`config.mk`:
```
export PLATFORM = sky130hd
export DESIGN_NAME = led_blink_mode_sequencer
export DESIGN_NICKNAME = d
export VERILOG_FILES = /design/src/hdl/lbms_pkg.sv /design/src/hdl/lbms_led.sv /design/src/hdl/led_blink_mode_sequencer.sv
export SDC_FILE = /design/constraint.sdc
export NUM_CORES = 1
export LEC_CHECK = 0
export BUFFER_PORTS_ARGS = -buffer_cell sky130_fd_sc_hd__buf_2
export CORE_MARGIN = 2
export CORE_UTILIZATION = 37
export DETAILED_ROUTE_END_ITERATION = 10
export GPL_ROUTABILITY_DRIVEN = 0
export PLACE_DENSITY = 0.64
export SYNTH_ARGS = -nofsm -noshare
export SYNTH_HDL_FRONTEND = slang
export SYNTH_HIERARCHICAL = 1
export SYNTH_SLANG_ARGS = --single-unit
export TNS_END_PERCENT = 100
```
`constraint.sdc`:
```
create_clock -name clk -period 3.7 [get_ports clk]
set_input_delay 0.74 -clock clk [delete_from_list [all_inputs] [get_ports clk]]
set_output_delay 0.74 -clock clk [all_outputs]
set_load 0.01 [all_outputs]
```
`src/hdl/lbms_pkg.sv`:
```
// Shared types and constants for the LED blink mode sequencer.
`timescale 1ns / 1ps

package lbms_pkg;

  localparam int LED_COUNT  = 2;
  localparam int IDX_W      = 3;
  localparam int TIME_W     = 32;
  localparam int PERIOD_W   = 16;
  localparam int COUNT_W    = 8;
  localparam int TOGGLE_W   = COUNT_W + 1;
  localparam int LEVEL_W    = 2;
  localparam int IN_DATA_W  = 64;
  localparam int OUT_DATA_W = 8;
  localparam int REG_IDX_W  = 1;

  localparam logic [PERIOD_W-1:0] SLOW_PERIOD_RESET = PERIOD_W'(500);
  localparam logic [PERIOD_W-1:0] FAST_PERIOD_RESET = PERIOD_W'(150);

  localparam logic [REG_IDX_W-1:0] REG_SLOW_PERIOD = REG_IDX_W'(0);
  localparam logic [REG_IDX_W-1:0] REG_FAST_PERIOD = REG_IDX_W'(1);

  typedef enum logic [1:0] {
    CMD_TICK      = 2'd0,
    CMD_SET_MODE  = 2'd1,
    CMD_START_SEQ = 2'd2,
    CMD_ALL_OFF   = 2'd3
  } cmd_t;

  typedef enum logic [1:0] {
    MODE_OFF  = 2'd0,
    MODE_ON   = 2'd1,
    MODE_SLOW = 2'd2,
    MODE_FAST = 2'd3
  } mode_t;

  // Per-LED request decoded from one input item.
  typedef struct packed {
    logic                tick;
    logic                set_mode;
    logic                start_seq;
    logic                clear_all;
    logic [TIME_W-1:0]   now;
    mode_t               mode;
    logic [COUNT_W-1:0]  count;
    logic [PERIOD_W-1:0] period;
    logic [PERIOD_W-1:0] slow_period;
    logic [PERIOD_W-1:0] fast_period;
  } led_ctl_t;

endpackage

```
`src/hdl/lbms_led.sv`:
```
// State and next-state logic of one LED.
`timescale 1ns / 1ps

module lbms_led (
  input  logic                clk,
  input  logic                rst,
  input  logic                en,
  input  lbms_pkg::led_ctl_t  ctl,
  output logic                lit
);

  lbms_pkg::mode_t                      mode;
  lbms_pkg::mode_t                      mode_next;
  lbms_pkg::mode_t                      after_mode;
  lbms_pkg::mode_t                      after_mode_next;
  logic                                 lit_next;
  logic [lbms_pkg::TIME_W-1:0]          last_time;
  logic [lbms_pkg::TIME_W-1:0]          last_time_next;
  logic                                 running;
  logic                                 running_next;
  logic [lbms_pkg::TOGGLE_W-1:0]        toggles_left;
  logic [lbms_pkg::TOGGLE_W-1:0]        toggles_left_next;
  logic [lbms_pkg::PERIOD_W-1:0]        seq_period;
  logic [lbms_pkg::PERIOD_W-1:0]        seq_period_next;

  logic [lbms_pkg::TIME_W-1:0]          elapsed;
  logic [lbms_pkg::TOGGLE_W-1:0]        toggles_dec;
  logic [lbms_pkg::PERIOD_W-1:0]        blink_period;

  assign elapsed      = ctl.now - last_time;
  assign toggles_dec  = (toggles_left != '0) ? toggles_left - lbms_pkg::TOGGLE_W'(1)
                                             : toggles_left;
  assign blink_period = (mode == lbms_pkg::MODE_SLOW) ? ctl.slow_period : ctl.fast_period;

  always_comb begin
    mode_next         = mode;
    after_mode_next   = after_mode;
    lit_next          = lit;
    last_time_next    = last_time;
    running_next      = running;
    toggles_left_next = toggles_left;
    seq_period_next   = seq_period;
    if (ctl.clear_all) begin
      mode_next         = lbms_pkg::MODE_OFF;
      after_mode_next   = lbms_pkg::MODE_OFF;
      lit_next          = 1'b0;
      last_time_next    = ctl.now;
      running_next      = 1'b0;
      toggles_left_next = '0;
      seq_period_next   = '0;
    end else if (ctl.set_mode) begin
      mode_next         = ctl.mode;
      after_mode_next   = lbms_pkg::MODE_OFF;
      lit_next          = (ctl.mode != lbms_pkg::MODE_OFF);
      last_time_next    = ctl.now;
      running_next      = 1'b0;
      toggles_left_next = '0;
      seq_period_next   = '0;
    end else if (ctl.start_seq) begin
      running_next      = 1'b1;
      toggles_left_next = {ctl.count, 1'b0} - lbms_pkg::TOGGLE_W'(1);
      seq_period_next   = ctl.period;
      after_mode_next   = ctl.mode;
      last_time_next    = ctl.now;
      lit_next          = 1'b1;
    end else if (ctl.tick) begin
      if (running) begin
        if (elapsed >= lbms_pkg::TIME_W'(seq_period)) begin
          lit_next          = ~lit;
          last_time_next    = ctl.now;
          toggles_left_next = toggles_dec;
          if (toggles_dec == '0) begin
            running_next = 1'b0;
            mode_next    = after_mode;
            lit_next     = (after_mode != lbms_pkg::MODE_OFF);
          end
        end
      end else begin
        unique case (mode)
          lbms_pkg::MODE_OFF: lit_next = 1'b0;
          lbms_pkg::MODE_ON:  lit_next = 1'b1;
          default: begin
            if (elapsed >= lbms_pkg::TIME_W'(blink_period)) begin
              lit_next       = ~lit;
              last_time_next = ctl.now;
            end
          end
        endcase
      end
    end
  end

  always_ff @(posedge clk) begin
    if (rst) begin
      mode         <= lbms_pkg::MODE_OFF;
      after_mode   <= lbms_pkg::MODE_OFF;
      lit          <= 1'b0;
      last_time    <= '0;
      running      <= 1'b0;
      toggles_left <= '0;
      seq_period   <= '0;
    end else if (en) begin
      mode         <= mode_next;
      after_mode   <= after_mode_next;
      lit          <= lit_next;
      last_time    <= last_time_next;
      running      <= running_next;
      toggles_left <= toggles_left_next;
      seq_period   <= seq_period_next;
    end
  end

  a_running_has_toggles: assert property (@(posedge clk) disable iff (rst)
    running |-> (toggles_left != '0))
    else $error("sequence running with no toggles left");

  a_idle_no_toggles: assert property (@(posedge clk) disable iff (rst)
    !running |-> (toggles_left == '0))
    else $error("toggles left with no sequence running");

  a_clear_all_dark: assert property (@(posedge clk) disable iff (rst)
    (en && ctl.clear_all) |=> (!lit && !running && mode == lbms_pkg::MODE_OFF))
    else $error("all-off request left LED active");

endmodule

```
`src/hdl/led_blink_mode_sequencer.sv`:
```
// Top level of the LED blink mode sequencer: request register, LED array, result register.
`timescale 1ns / 1ps

// Usage:
//   s_axis carries one request per transfer: command, led_index, time_ms, mode,
//   seq_count and seq_period_ms. m_axis returns one result per request:
//   led_levels (LED 0 and 1 lit after the request) and status (1 = bad argument,
//   nothing changed). cfg writes slow_period_ms (index 0) or fast_period_ms
//   (index 1); write only while no request is in flight.
//   Path: a request accepted on s_axis is held in the request register, then the
//   per-LED update loads the LED state and the result register together.
//   Throughput: one request per cycle while m_axis does not stall; the per-LED compare and
//   toggle logic sits between the request register and the result register.
//   Reset (rst, synchronous): all LEDs off, no sequence running, timestamps zero,
//   slow period 500 ms, fast period 150 ms, both register stages empty.
//   When m_axis stalls, the result register holds; the request register still
//   takes one more request, then s_axis_tready drops until the result is taken.

module led_blink_mode_sequencer (
  input  logic                               clk,
  input  logic                               rst,
  // command[1:0], led_index[4:2], time_ms[36:5], mode[38:37],
  // seq_count[46:39], seq_period_ms[62:47], zero[63]
  input  logic [lbms_pkg::IN_DATA_W-1:0]     s_axis_tdata,
  input  logic                               s_axis_tvalid,
  output logic                               s_axis_tready,
  // led_levels[1:0], status[2], zero[7:3]
  output logic [lbms_pkg::OUT_DATA_W-1:0]    m_axis_tdata,
  output logic                               m_axis_tvalid,
  input  logic                               m_axis_tready,
  input  logic                               cfg_valid,
  output logic                               cfg_ready,
  input  logic [lbms_pkg::REG_IDX_W-1:0]     cfg_index,
  input  logic [lbms_pkg::PERIOD_W-1:0]      cfg_data
);

  logic [lbms_pkg::PERIOD_W-1:0] slow_period;
  logic [lbms_pkg::PERIOD_W-1:0] fast_period;

  // request register
  logic                          in_valid;
  lbms_pkg::cmd_t                in_cmd;
  logic [lbms_pkg::IDX_W-1:0]    in_idx;
  logic [lbms_pkg::TIME_W-1:0]   in_now;
  lbms_pkg::mode_t               in_mode;
  logic [lbms_pkg::COUNT_W-1:0]  in_count;
  logic [lbms_pkg::PERIOD_W-1:0] in_period;

  // result register
  logic                          out_valid;
  logic [lbms_pkg::LEVEL_W-1:0]  out_levels;
  logic                          out_status;

  logic                          adv;
  logic                          idx_ok;
  logic                          bad;
  logic [lbms_pkg::LED_COUNT-1:0] lit;
  logic [lbms_pkg::LEVEL_W-1:0]  levels_next;

  assign adv           = in_valid && (!out_valid || m_axis_tready);
  assign s_axis_tready = !in_valid || adv;
  assign cfg_ready     = 1'b1;

  always_ff @(posedge clk) begin
    if (rst) begin
      slow_period <= lbms_pkg::SLOW_PERIOD_RESET;
      fast_period <= lbms_pkg::FAST_PERIOD_RESET;
    end else if (cfg_valid) begin
      if (cfg_index == lbms_pkg::REG_SLOW_PERIOD) begin
        slow_period <= cfg_data;
      end
      if (cfg_index == lbms_pkg::REG_FAST_PERIOD) begin
        fast_period <= cfg_data;
      end
    end
  end

  always_ff @(posedge clk) begin
    if (rst) begin
      in_valid <= 1'b0;
    end else if (s_axis_tready) begin
      in_valid <= s_axis_tvalid;
    end
  end

  always_ff @(posedge clk) begin
    if (s_axis_tready && s_axis_tvalid) begin
      in_cmd    <= lbms_pkg::cmd_t'(s_axis_tdata[1:0]);
      in_idx    <= s_axis_tdata[4:2];
      in_now    <= s_axis_tdata[36:5];
      in_mode   <= lbms_pkg::mode_t'(s_axis_tdata[38:37]);
      in_count  <= s_axis_tdata[46:39];
      in_period <= s_axis_tdata[62:47];
    end
  end

  assign idx_ok = ({1'b0, in_idx} < (lbms_pkg::IDX_W + 1)'(lbms_pkg::LED_COUNT));
  assign bad    = ((in_cmd == lbms_pkg::CMD_SET_MODE) && !idx_ok) ||
                  ((in_cmd == lbms_pkg::CMD_START_SEQ) &&
                   (!idx_ok || in_count == '0 || in_period == '0));

  for (genvar i = 0; i < lbms_pkg::LED_COUNT; i++) begin : g_led
    lbms_pkg::led_ctl_t ctl;

    always_comb begin
      ctl.tick        = (in_cmd == lbms_pkg::CMD_TICK);
      ctl.set_mode    = (in_cmd == lbms_pkg::CMD_SET_MODE) &&
                        (in_idx == lbms_pkg::IDX_W'(i));
      ctl.start_seq   = (in_cmd == lbms_pkg::CMD_START_SEQ) &&
                        (in_idx == lbms_pkg::IDX_W'(i)) && !bad;
      ctl.clear_all   = (in_cmd == lbms_pkg::CMD_ALL_OFF);
      ctl.now         = in_now;
      ctl.mode        = in_mode;
      ctl.count       = in_count;
      ctl.period      = in_period;
      ctl.slow_period = slow_period;
      ctl.fast_period = fast_period;
    end

    lbms_led u_led (
      .clk (clk),
      .rst (rst),
      .en  (adv),
      .ctl (ctl),
      .lit (lit[i])
    );
  end

  // LEDs above the result width are not reported.
  // The LED registers load on the same edge as the result register, so they
  // already hold the levels after the request held in the result register.
  for (genvar j = 0; j < lbms_pkg::LEVEL_W; j++) begin : g_level
    if (j < lbms_pkg::LED_COUNT) begin : g_used
      assign levels_next[j] = lit[j];
    end else begin : g_unused
      assign levels_next[j] = 1'b0;
    end
  end

  always_ff @(posedge clk) begin
    if (rst) begin
      out_valid <= 1'b0;
    end else if (adv) begin
      out_valid <= 1'b1;
    end else if (m_axis_tready) begin
      out_valid <= 1'b0;
    end
  end

  always_ff @(posedge clk) begin
    if (adv) begin
      out_status <= bad;
    end
  end

  assign out_levels    = levels_next;
  assign m_axis_tvalid = out_valid;
  assign m_axis_tdata  = {(lbms_pkg::OUT_DATA_W - lbms_pkg::LEVEL_W - 1)'(0),
                          out_status, out_levels};

  a_stall_holds_request: assert property (@(posedge clk) disable iff (rst)
    (in_valid && !adv) |=> in_valid)
    else $error("pending request dropped");

  a_advance_gives_result: assert property (@(posedge clk) disable iff (rst)
    adv |=> m_axis_tvalid)
    else $error("request advanced without a result");

  a_bad_request_no_change: assert property (@(posedge clk) disable iff (rst)
    (adv && bad) |=> (lit == $past(lit)))
    else $error("invalid request changed LED state");

endmodule

```
==> results of run 1 <==
[power groups by stage]
stage          registers, mW  clock network (mW)  logic (mW)
6_report                2.71                2.90        1.91
5_1_grt                 2.72                3.09        2.07
4_1_cts                 2.71                2.98        1.77
3_5_place_dp            2.76                   0        1.63
3_3_place_gp            2.76                   0        1.59
2_1_floorplan           2.73                   0       0.997
[registers in the layout, indices dropped and copies added, names as in the netlist]
signal                    count
in_idx                        3
g_led.u_led/toggles_left     18
in_period                    16
in_now                       32
g_led.u_led/after_mode        4
in_cmd                        2
g_led.u_led/running           2
in_count                      8
m_axis_tvalid                 1
g_led.u_led/mode              4
in_mode                       2
in_valid                      1
fast_period                  16
g_led.u_led/lit               2
g_led.u_led/last_time        64
slow_period                  16
out_status                    1
g_led.u_led/seq_period       32
[layout by cell type (no fill, tap or decap), types with 7 or more instances in the layout]
cell,Yosys,final
nor3_1,29,27
nand2b_1,86,84
o211ai_1,28,28
xor2_1,17,15
buf_12,0,8
nand4_1,32,32
o21ai_2,0,7
buf_4,17,239
dfxtp_1,160,160
clkbuf_1,54,7
a211oi_1,22,20
a21oi_2,6,18
a21o_1,31,31
inv_1,120,119
o21a_1,16,15
and4_1,8,7
buf_6,6,16
edfxtp_1,64,64
xnor2_1,42,36
nor4_1,12,11
o21ai_0,46,39
nor2b_1,19,17
and2_1,12,10
a21oi_1,164,147
nand3_1,60,58
mux2i_1,115,115
and3_1,9,8
ha_1,130,116
nor2_1,81,74
clkbuf_16,0,28
or3_1,15,15
o21ai_1,16,16
nand3b_1,12,12
ha_4,0,11
buf_2,10,88
nand2_1,262,261
[layout make-up]
cell class | instances | area (um^2) | share of cell area, %
clock buffers | 38 | 768.2 | 3.754
clock inverters | 13 | 207.7 | 1.015
inverters | 122 | 460.4 | 2.250
multi-input cells | 1432 | 10520 | 51.39
flip-flops and latches | 224 | 5125 | 25.04
well taps | 539 | 674.4 | 3.295
repair buffers | 356 | 2713 | 13.25
[worst max-delay path, cell delays in order, from the launching register on]
cell and delay (ps):
edfxtp_1 380, buf_6 130, inv_4 30, ha_4 150, fa_2 330, and2b_1 240, o2111ai_2 180, a21oi_4 250
a311oi_4 150, xnor2_2 180, ha_2 180, a21o_1 170, a21o_1 180, a21oi_2 140, o21ai_2 80, a21oi_2 130
buf_4 140, nand4b_1 160, o41ai_4 510, mux2_4 350, o311ai_4 80
[metal layers]
metal	global-route usage (%)	up-vias	wire [um]
li1	-	7264	-
met2	36.22	463	22980
met4	5.075	0	1034
met1	28.67	7176	21640
met3	2.765	70	2755
met5	0	-	0
[worst min-delay path by stage]
stage                                               end  slack (ps)  cells after the start
after floorplan           g_led[0].u_led/seq_period[10]         430                      2
after global placement    g_led[0].u_led/seq_period[12]         440                      2
after detailed placement   g_led[0].u_led/seq_period[3]         450                      2
after CTS                                    in_now[14]         280                      1
after global routing                      in_period[14]         280                      1
final                                        in_mode[0]         310                      1
[Yosys cell counts (8+ instances only)]
| cell | number |
|---|---|
| and3_1 | 9 |
| o2111ai_1 | 9 |
| buf_2 | 10 |
| o21a_1 | 16 |
| o21ai_1 | 16 |
| clkbuf_1 | 54 |
| o211ai_1 | 28 |
| nand2_1 | 262 |
| a211oi_1 | 22 |
| edfxtp_1 | 64 |
| nor2b_1 | 19 |
| and4_1 | 8 |
| or3_1 | 15 |
| buf_4 | 17 |
| dfxtp_1 | 160 |
| xnor2_1 | 42 |
| a21o_1 | 31 |
| nor3_1 | 29 |
| nor2_1 | 81 |
| inv_1 | 120 |
| nand3_1 | 60 |
| o21ai_0 | 46 |
| mux2i_1 | 115 |
| ha_1 | 130 |
| and2_1 | 12 |
| nor4_1 | 12 |
| nand4_1 | 32 |
| nand3b_1 | 12 |
| xor2_1 | 17 |
| a21oi_1 | 164 |
| nand2b_1 | 86 |
[per-stage QoR]
| step | cell area, um^2 | total power, mW | util, % | worst slack (ps) |
|---|---|---|---|---|
| 6_report | 20470 | 7.518 | 48.57 | -507.9 |
| 3_3_place_gp | 18310 | 4.346 | 43.46 | -489.6 |
| 5_1_grt | 20470 | 7.879 | 48.57 | -644.4 |
| 2_1_floorplan | 15900 | 3.725 | - | -23.54 |
| 3_5_place_dp | 18310 | 4.394 | 43.46 | -548.9 |
| 4_1_cts | 20090 | 7.459 | 47.68 | -436.2 |
[cell families after synthesis]
group,Yosys count,synth area share [%]
compound gates,426,17.86
xor+xnor,59,3.262
fa+ha+maj,132,10.52
buf+inv,215,5.915
flops,224,32.35
mux,125,8.000
other cells,2,0.04740
simple gates,684,22.05
[timing repair]
action                                  in CTS  in global routing
gates resized for setup                     78                 72
gates cloned                                 7                  0
endpoints found under the setup margin      90                 90
setup buffers                               25                 16
pin swaps                                   36                 39
==> impl_metrics.toml, run 1 <==
[critical_path]
r2r_cells = 20
regToRegStartpoint = "in_now[0]"
start_kind = "register"
critPathCaptureType = "register"
crit_type = "reg -> reg"
required_ps = 4200
critPathMaxFanout = 4
reg2reg_slack_ps = -510
worstPathArrival_ps = 4710
r2r-end = "g_led[1].u_led/mode[0]"
critPathCapture = "g_led[1].u_led/mode[0]"
startpoint = "in_now[0]"

[min_path]
hp-class = "in -> reg"
hold_path.startpoint = "s_axis_tdata[37]"

[logic_synthesis]
ys.flop_type = "dfxtp_1"
synth_area_leaders = "dfxtp_1 (20%), edfxtp_1 (12%), ha_1 (10%), mux2i_1 (7.3%), nand2_1 (6.2%)"
synth_seq_cells = 224
synth_top_area_cell = "dfxtp_1"
synth_cells = 1867
async_flop_share_pct = 0
yosysTopAreaCellShare_pct = 20.22
yosysWarnings = 6
synth_edf_count = 64
postSynthAreaPerCell_um2 = 8.486
synth_area_um2 = 15840
ys_seq_area_share_pct = 32.35
netlist-cell-type-count = 105

[clocking]
cts_root_buf = "clkbuf_16"
cts_sinks = 224
cts_htree_levels = 1
cts_buffers = 28
hold_buffers = 0
clk_path_buf_depth = 3
cts_tree = "built"
clkTransAtPathRegs_ps = 60
worstSkewPairLatency_ps = 600

[floorplanning]
initial_core_util_pct = 37.60
core_area_um2 = 42130
dieHeight_um = 210.9
die_x_um = 210.9
io_pins = 97
die_area_um2 = 44490
rows = 75

[routing]
vias = 14973
routedWlPerCell_um = 17.77
via_per_inst = 5.497
routed_wl_mm = 48.41
drt_iter0_drc = 1100
dr.pass1.iters = 6
drc = 0
ant_nets = 0

[layout]
nFillCells = 3908
diodes = 0
drive_gt1_share_pct = 24.85
num-nets-final = 2382
stdcell_count = 2724
syn2layout_area_growth_pct = 29.18

[run_status]
status = "finished with violations"
violations = "negative setup slack"

[timing]
finalWorstSetupSlack_ps = -507.9
finalHoldViolCount = 0
worst_pin_slew_ps = 1098
fmax_mhz = 237.6
rsz0062_at_grt = "yes"
hold_ws_ps = 314.0
setup_viol = 90
slew_viol_final = 0
period_minus_slack_ps = 4208
timing.final.crit_share_pct = 113.7
finClkSkew_ps = 52.56
relSlewSlack_pct = 26.68
fin_tns_setup_ps = -33860

[placed_design]
placed_cells = 2633
numPortBuffers = 89
dpl.hpwl_mm = 34.84

[grt]
grt_pass1_vias = 14759
grt_pass1_wl_mm = 76.32
grt_max_degree = 79
antenna_found_initial = 0
grt_use_total_pct = 21.30
grt_overflow = 0

[power]
ir_worst_vdd_mv = 0.4058
p_switching_mw = 2.259
power_frac_clock_pct = 38.6
pwr-share-comb_pct = 25.4
p_leak_nw = 7.809
power_per_cell_area_nw_per_um2 = 367.3
pwr-share-seq_pct = 36.1
swShare_pct = 30.04
internal_power_mw = 5.259

[flow_run]
cap_violations = 0
No activity file was read; power rests on OpenSTA's default activity.
==> run 2, diff against run 1 <==
REMOVE_ABC_BUFFERS = 1   (was unset)
==> run 2 against run 1 <==
  * Global-route usage down 0.93 points
  * Sequential cell count unchanged
  * Worst setup slack better by 32 ps
  * Die area unchanged
  * Clock-buffer cell count up 2
  * Core utilization down 0.63 points
  * Critical path depth unchanged
  * First-iteration DRC count down 1.2%
  * Via count down 2.2%
  * Sequential share of layout area up 0.33 points
  * Routed wire length down 3.5%
  * The flow still finishes with violations (negative setup slack)
  * Combinational power down 4%
==> impl_metrics.toml, run 2 (synthesized netlist as in run 1, its figures left out) <==
[routing]
drc = 0
ant_nets = 0
vias = 14639
dr.pass1.iters = 6
drt_iter0_drc = 1087
via_per_inst = 5.414
routed_wl_mm = 46.73
routedWlPerCell_um = 17.28

[min_path]
hp-class = "in -> reg"
min_path_cells = 1
min_to = "in_count[1]"
hold_path.startpoint = "s_axis_tdata[40]"

[floorplanning]
die_area_um2 = 44490
die_x_um = 210.9
rows = 75
io_pins = 97
core_area_um2 = 42130
initial_core_util_pct = 37.60
dieHeight_um = 210.9

[layout]
diodes = 0
drive_gt1_share_pct = 24.16
nFillCells = 3964
multiInputGateArea_um2 = 10460
final_cell_mix = "nand2_1 (261), buf_4 (224), dfxtp_1 (160)"
num-nets-final = 2360
mostFrequentLayoutCell = "nand2_1"
largest_register_ffs = 64
top_register = "g_led.u_led/last_time"
syn2layout_area_growth_pct = 27.52
reg.largest.list = "g_led.u_led/last_time: 64 flops, g_led.u_led/seq_period: 32 flops, in_now: 32 flops"
ff_latch_area_um2 = 5125
final_util_pct = 47.95

[placed_design]
numPortBuffers = 89
dpl.hpwl_mm = 33.40

[critical_path]
reg2reg_slack_ps = -480
crit_type = "reg -> reg"
start_kind = "register"
startpoint = "in_now[0]"
critPathMaxFanout = 4
r2r_cells = 20
worstPathArrival_ps = 4630
regToRegStartpoint = "in_now[0]"
critPathCaptureType = "register"
r2r-end = "g_led[1].u_led/toggles_left[6]"
required_ps = 4160

[timing]
fin_tns_setup_ps = -29980
finalWorstSetupSlack_ps = -476.1
slew_viol_final = 0
rsz0062_at_grt = "yes"
finClkSkew_ps = 11.84
setup_viol = 90
finalHoldViolCount = 0
period_minus_slack_ps = 4176
timing.final.crit_share_pct = 112.9
relSlewSlack_pct = 38.47
worst_pin_slew_ps = 923.0
fmax_mhz = 239.5

[clocking]
clkTransAtPathRegs_ps = 60
cts_tree = "built"
cts_root_buf = "clkbuf_16"
clk_path_buf_depth = 3
worstSkewPairLatency_ps = 570
hold_buffers = 0
cts_sinks = 224
cts_buffers = 29
cts_htree_levels = 1

[power]
ir_worst_vdd_mv = 0.3358
power_per_cell_area_nw_per_um2 = 368.9
p_leak_nw = 7.691

[grt]
grt_use_total_pct = 20.37
grt_overflow = 0
antenna_found_initial = 0
grt_pass1_vias = 14168
grt_pass1_wl_mm = 73.26
grt_max_degree = 102

[run_status]
violations = "negative setup slack"
status = "finished with violations"

[flow_run]
cap_violations = 0
[run 2: cell types whose count changed in the layout (fill, tap and decap cells not counted), sizes merged]
cell,previous run,this run
buf,356,332
bufinv,4,2
clkbuf,38,41
clkinv,6,7
clkinvlp,2,3
inv,123,124
[run 2: through the flow]
step	power, mW	cells	area (um^2)	worst slack, ps	hold WS, ps
global placement	4.306	2615	18120	-531.4	441.2
CTS	7.411	2691	19750	-527.9	313.4
floorplan	3.676	1778	15380	-702.6	425.8
global route	7.824	2704	20200	-609.1	319.3
finish	7.453	2704	20200	-476.1	344.7
detailed placement	4.350	2615	18120	-689.8	444.8
[run 2: worst max-delay path by stage]
stage,endpoint,slack [ps],depth (start not counted)
after floorplan,g_led[1].u_led/last_time[0],-700,16
after global placement,g_led[0].u_led/last_time[28],-530,20
after detailed placement,g_led[1].u_led/toggles_left[5],-690,20
after CTS,g_led[1].u_led/toggles_left[6],-530,19
after global routing,g_led[1].u_led/toggles_left[6],-610,20
final,g_led[1].u_led/toggles_left[6],-480,20
[run 2: per-layer routing]
metal / vias to the layer above / track usage [%] / wire length [um]
li1: 7219 / - / -
met1: 6955 / 26.87 / 20870
met2: 386 / 34.29 / 22030
met3: 79 / 2.721 / 2465
met4: 0 / 6.994 / 1371
met5: - / 0 / 0
[run 2: cell type report]
cell class	count	area share, %
clock inverters	14	0.6813
clock buffers	40	4.261
well taps	539	3.338
multi-input cells	1432	51.75
inverters	122	2.279
flip-flops and latches	224	25.37
repair buffers	333	12.32
[run 2: power by group]
part / internal (mW) / switching, mW / total (mW) / leakage [nW]
Sequential: 2.62 / 0.0848 / 2.71 / 1.92
Clock: 1.77 / 1.15 / 2.92 / 0.488
Combinational: 0.855 / 0.977 / 1.83 / 5.28
[run 2: timing repair]
item / CTS / global route
setup buffers: 19 / 13
gates resized for setup: 78 / 60
gates cloned: 6 / 1
pin swaps: 64 / 45
setup endpoints to repair: 90 / 90
[run 2: worst max-delay path, cell delays in order, from the launching register on]
cell       delay, ps
edfxtp_1         420
buf_6            150
inv_4             50
ha_4             130
fa_2             200
and2b_1          210
o2111ai_2        240
a21oi_4          130
a311oi_4         380
xnor2_2          110
ha_2             190
a21o_1           170
a21o_1           160
a21oi_2          180
o21ai_2           80
a21oi_2          200
nand4b_1         260
nor4_4           200
buf_4            180
o21ai_4           90
mux2_4           320
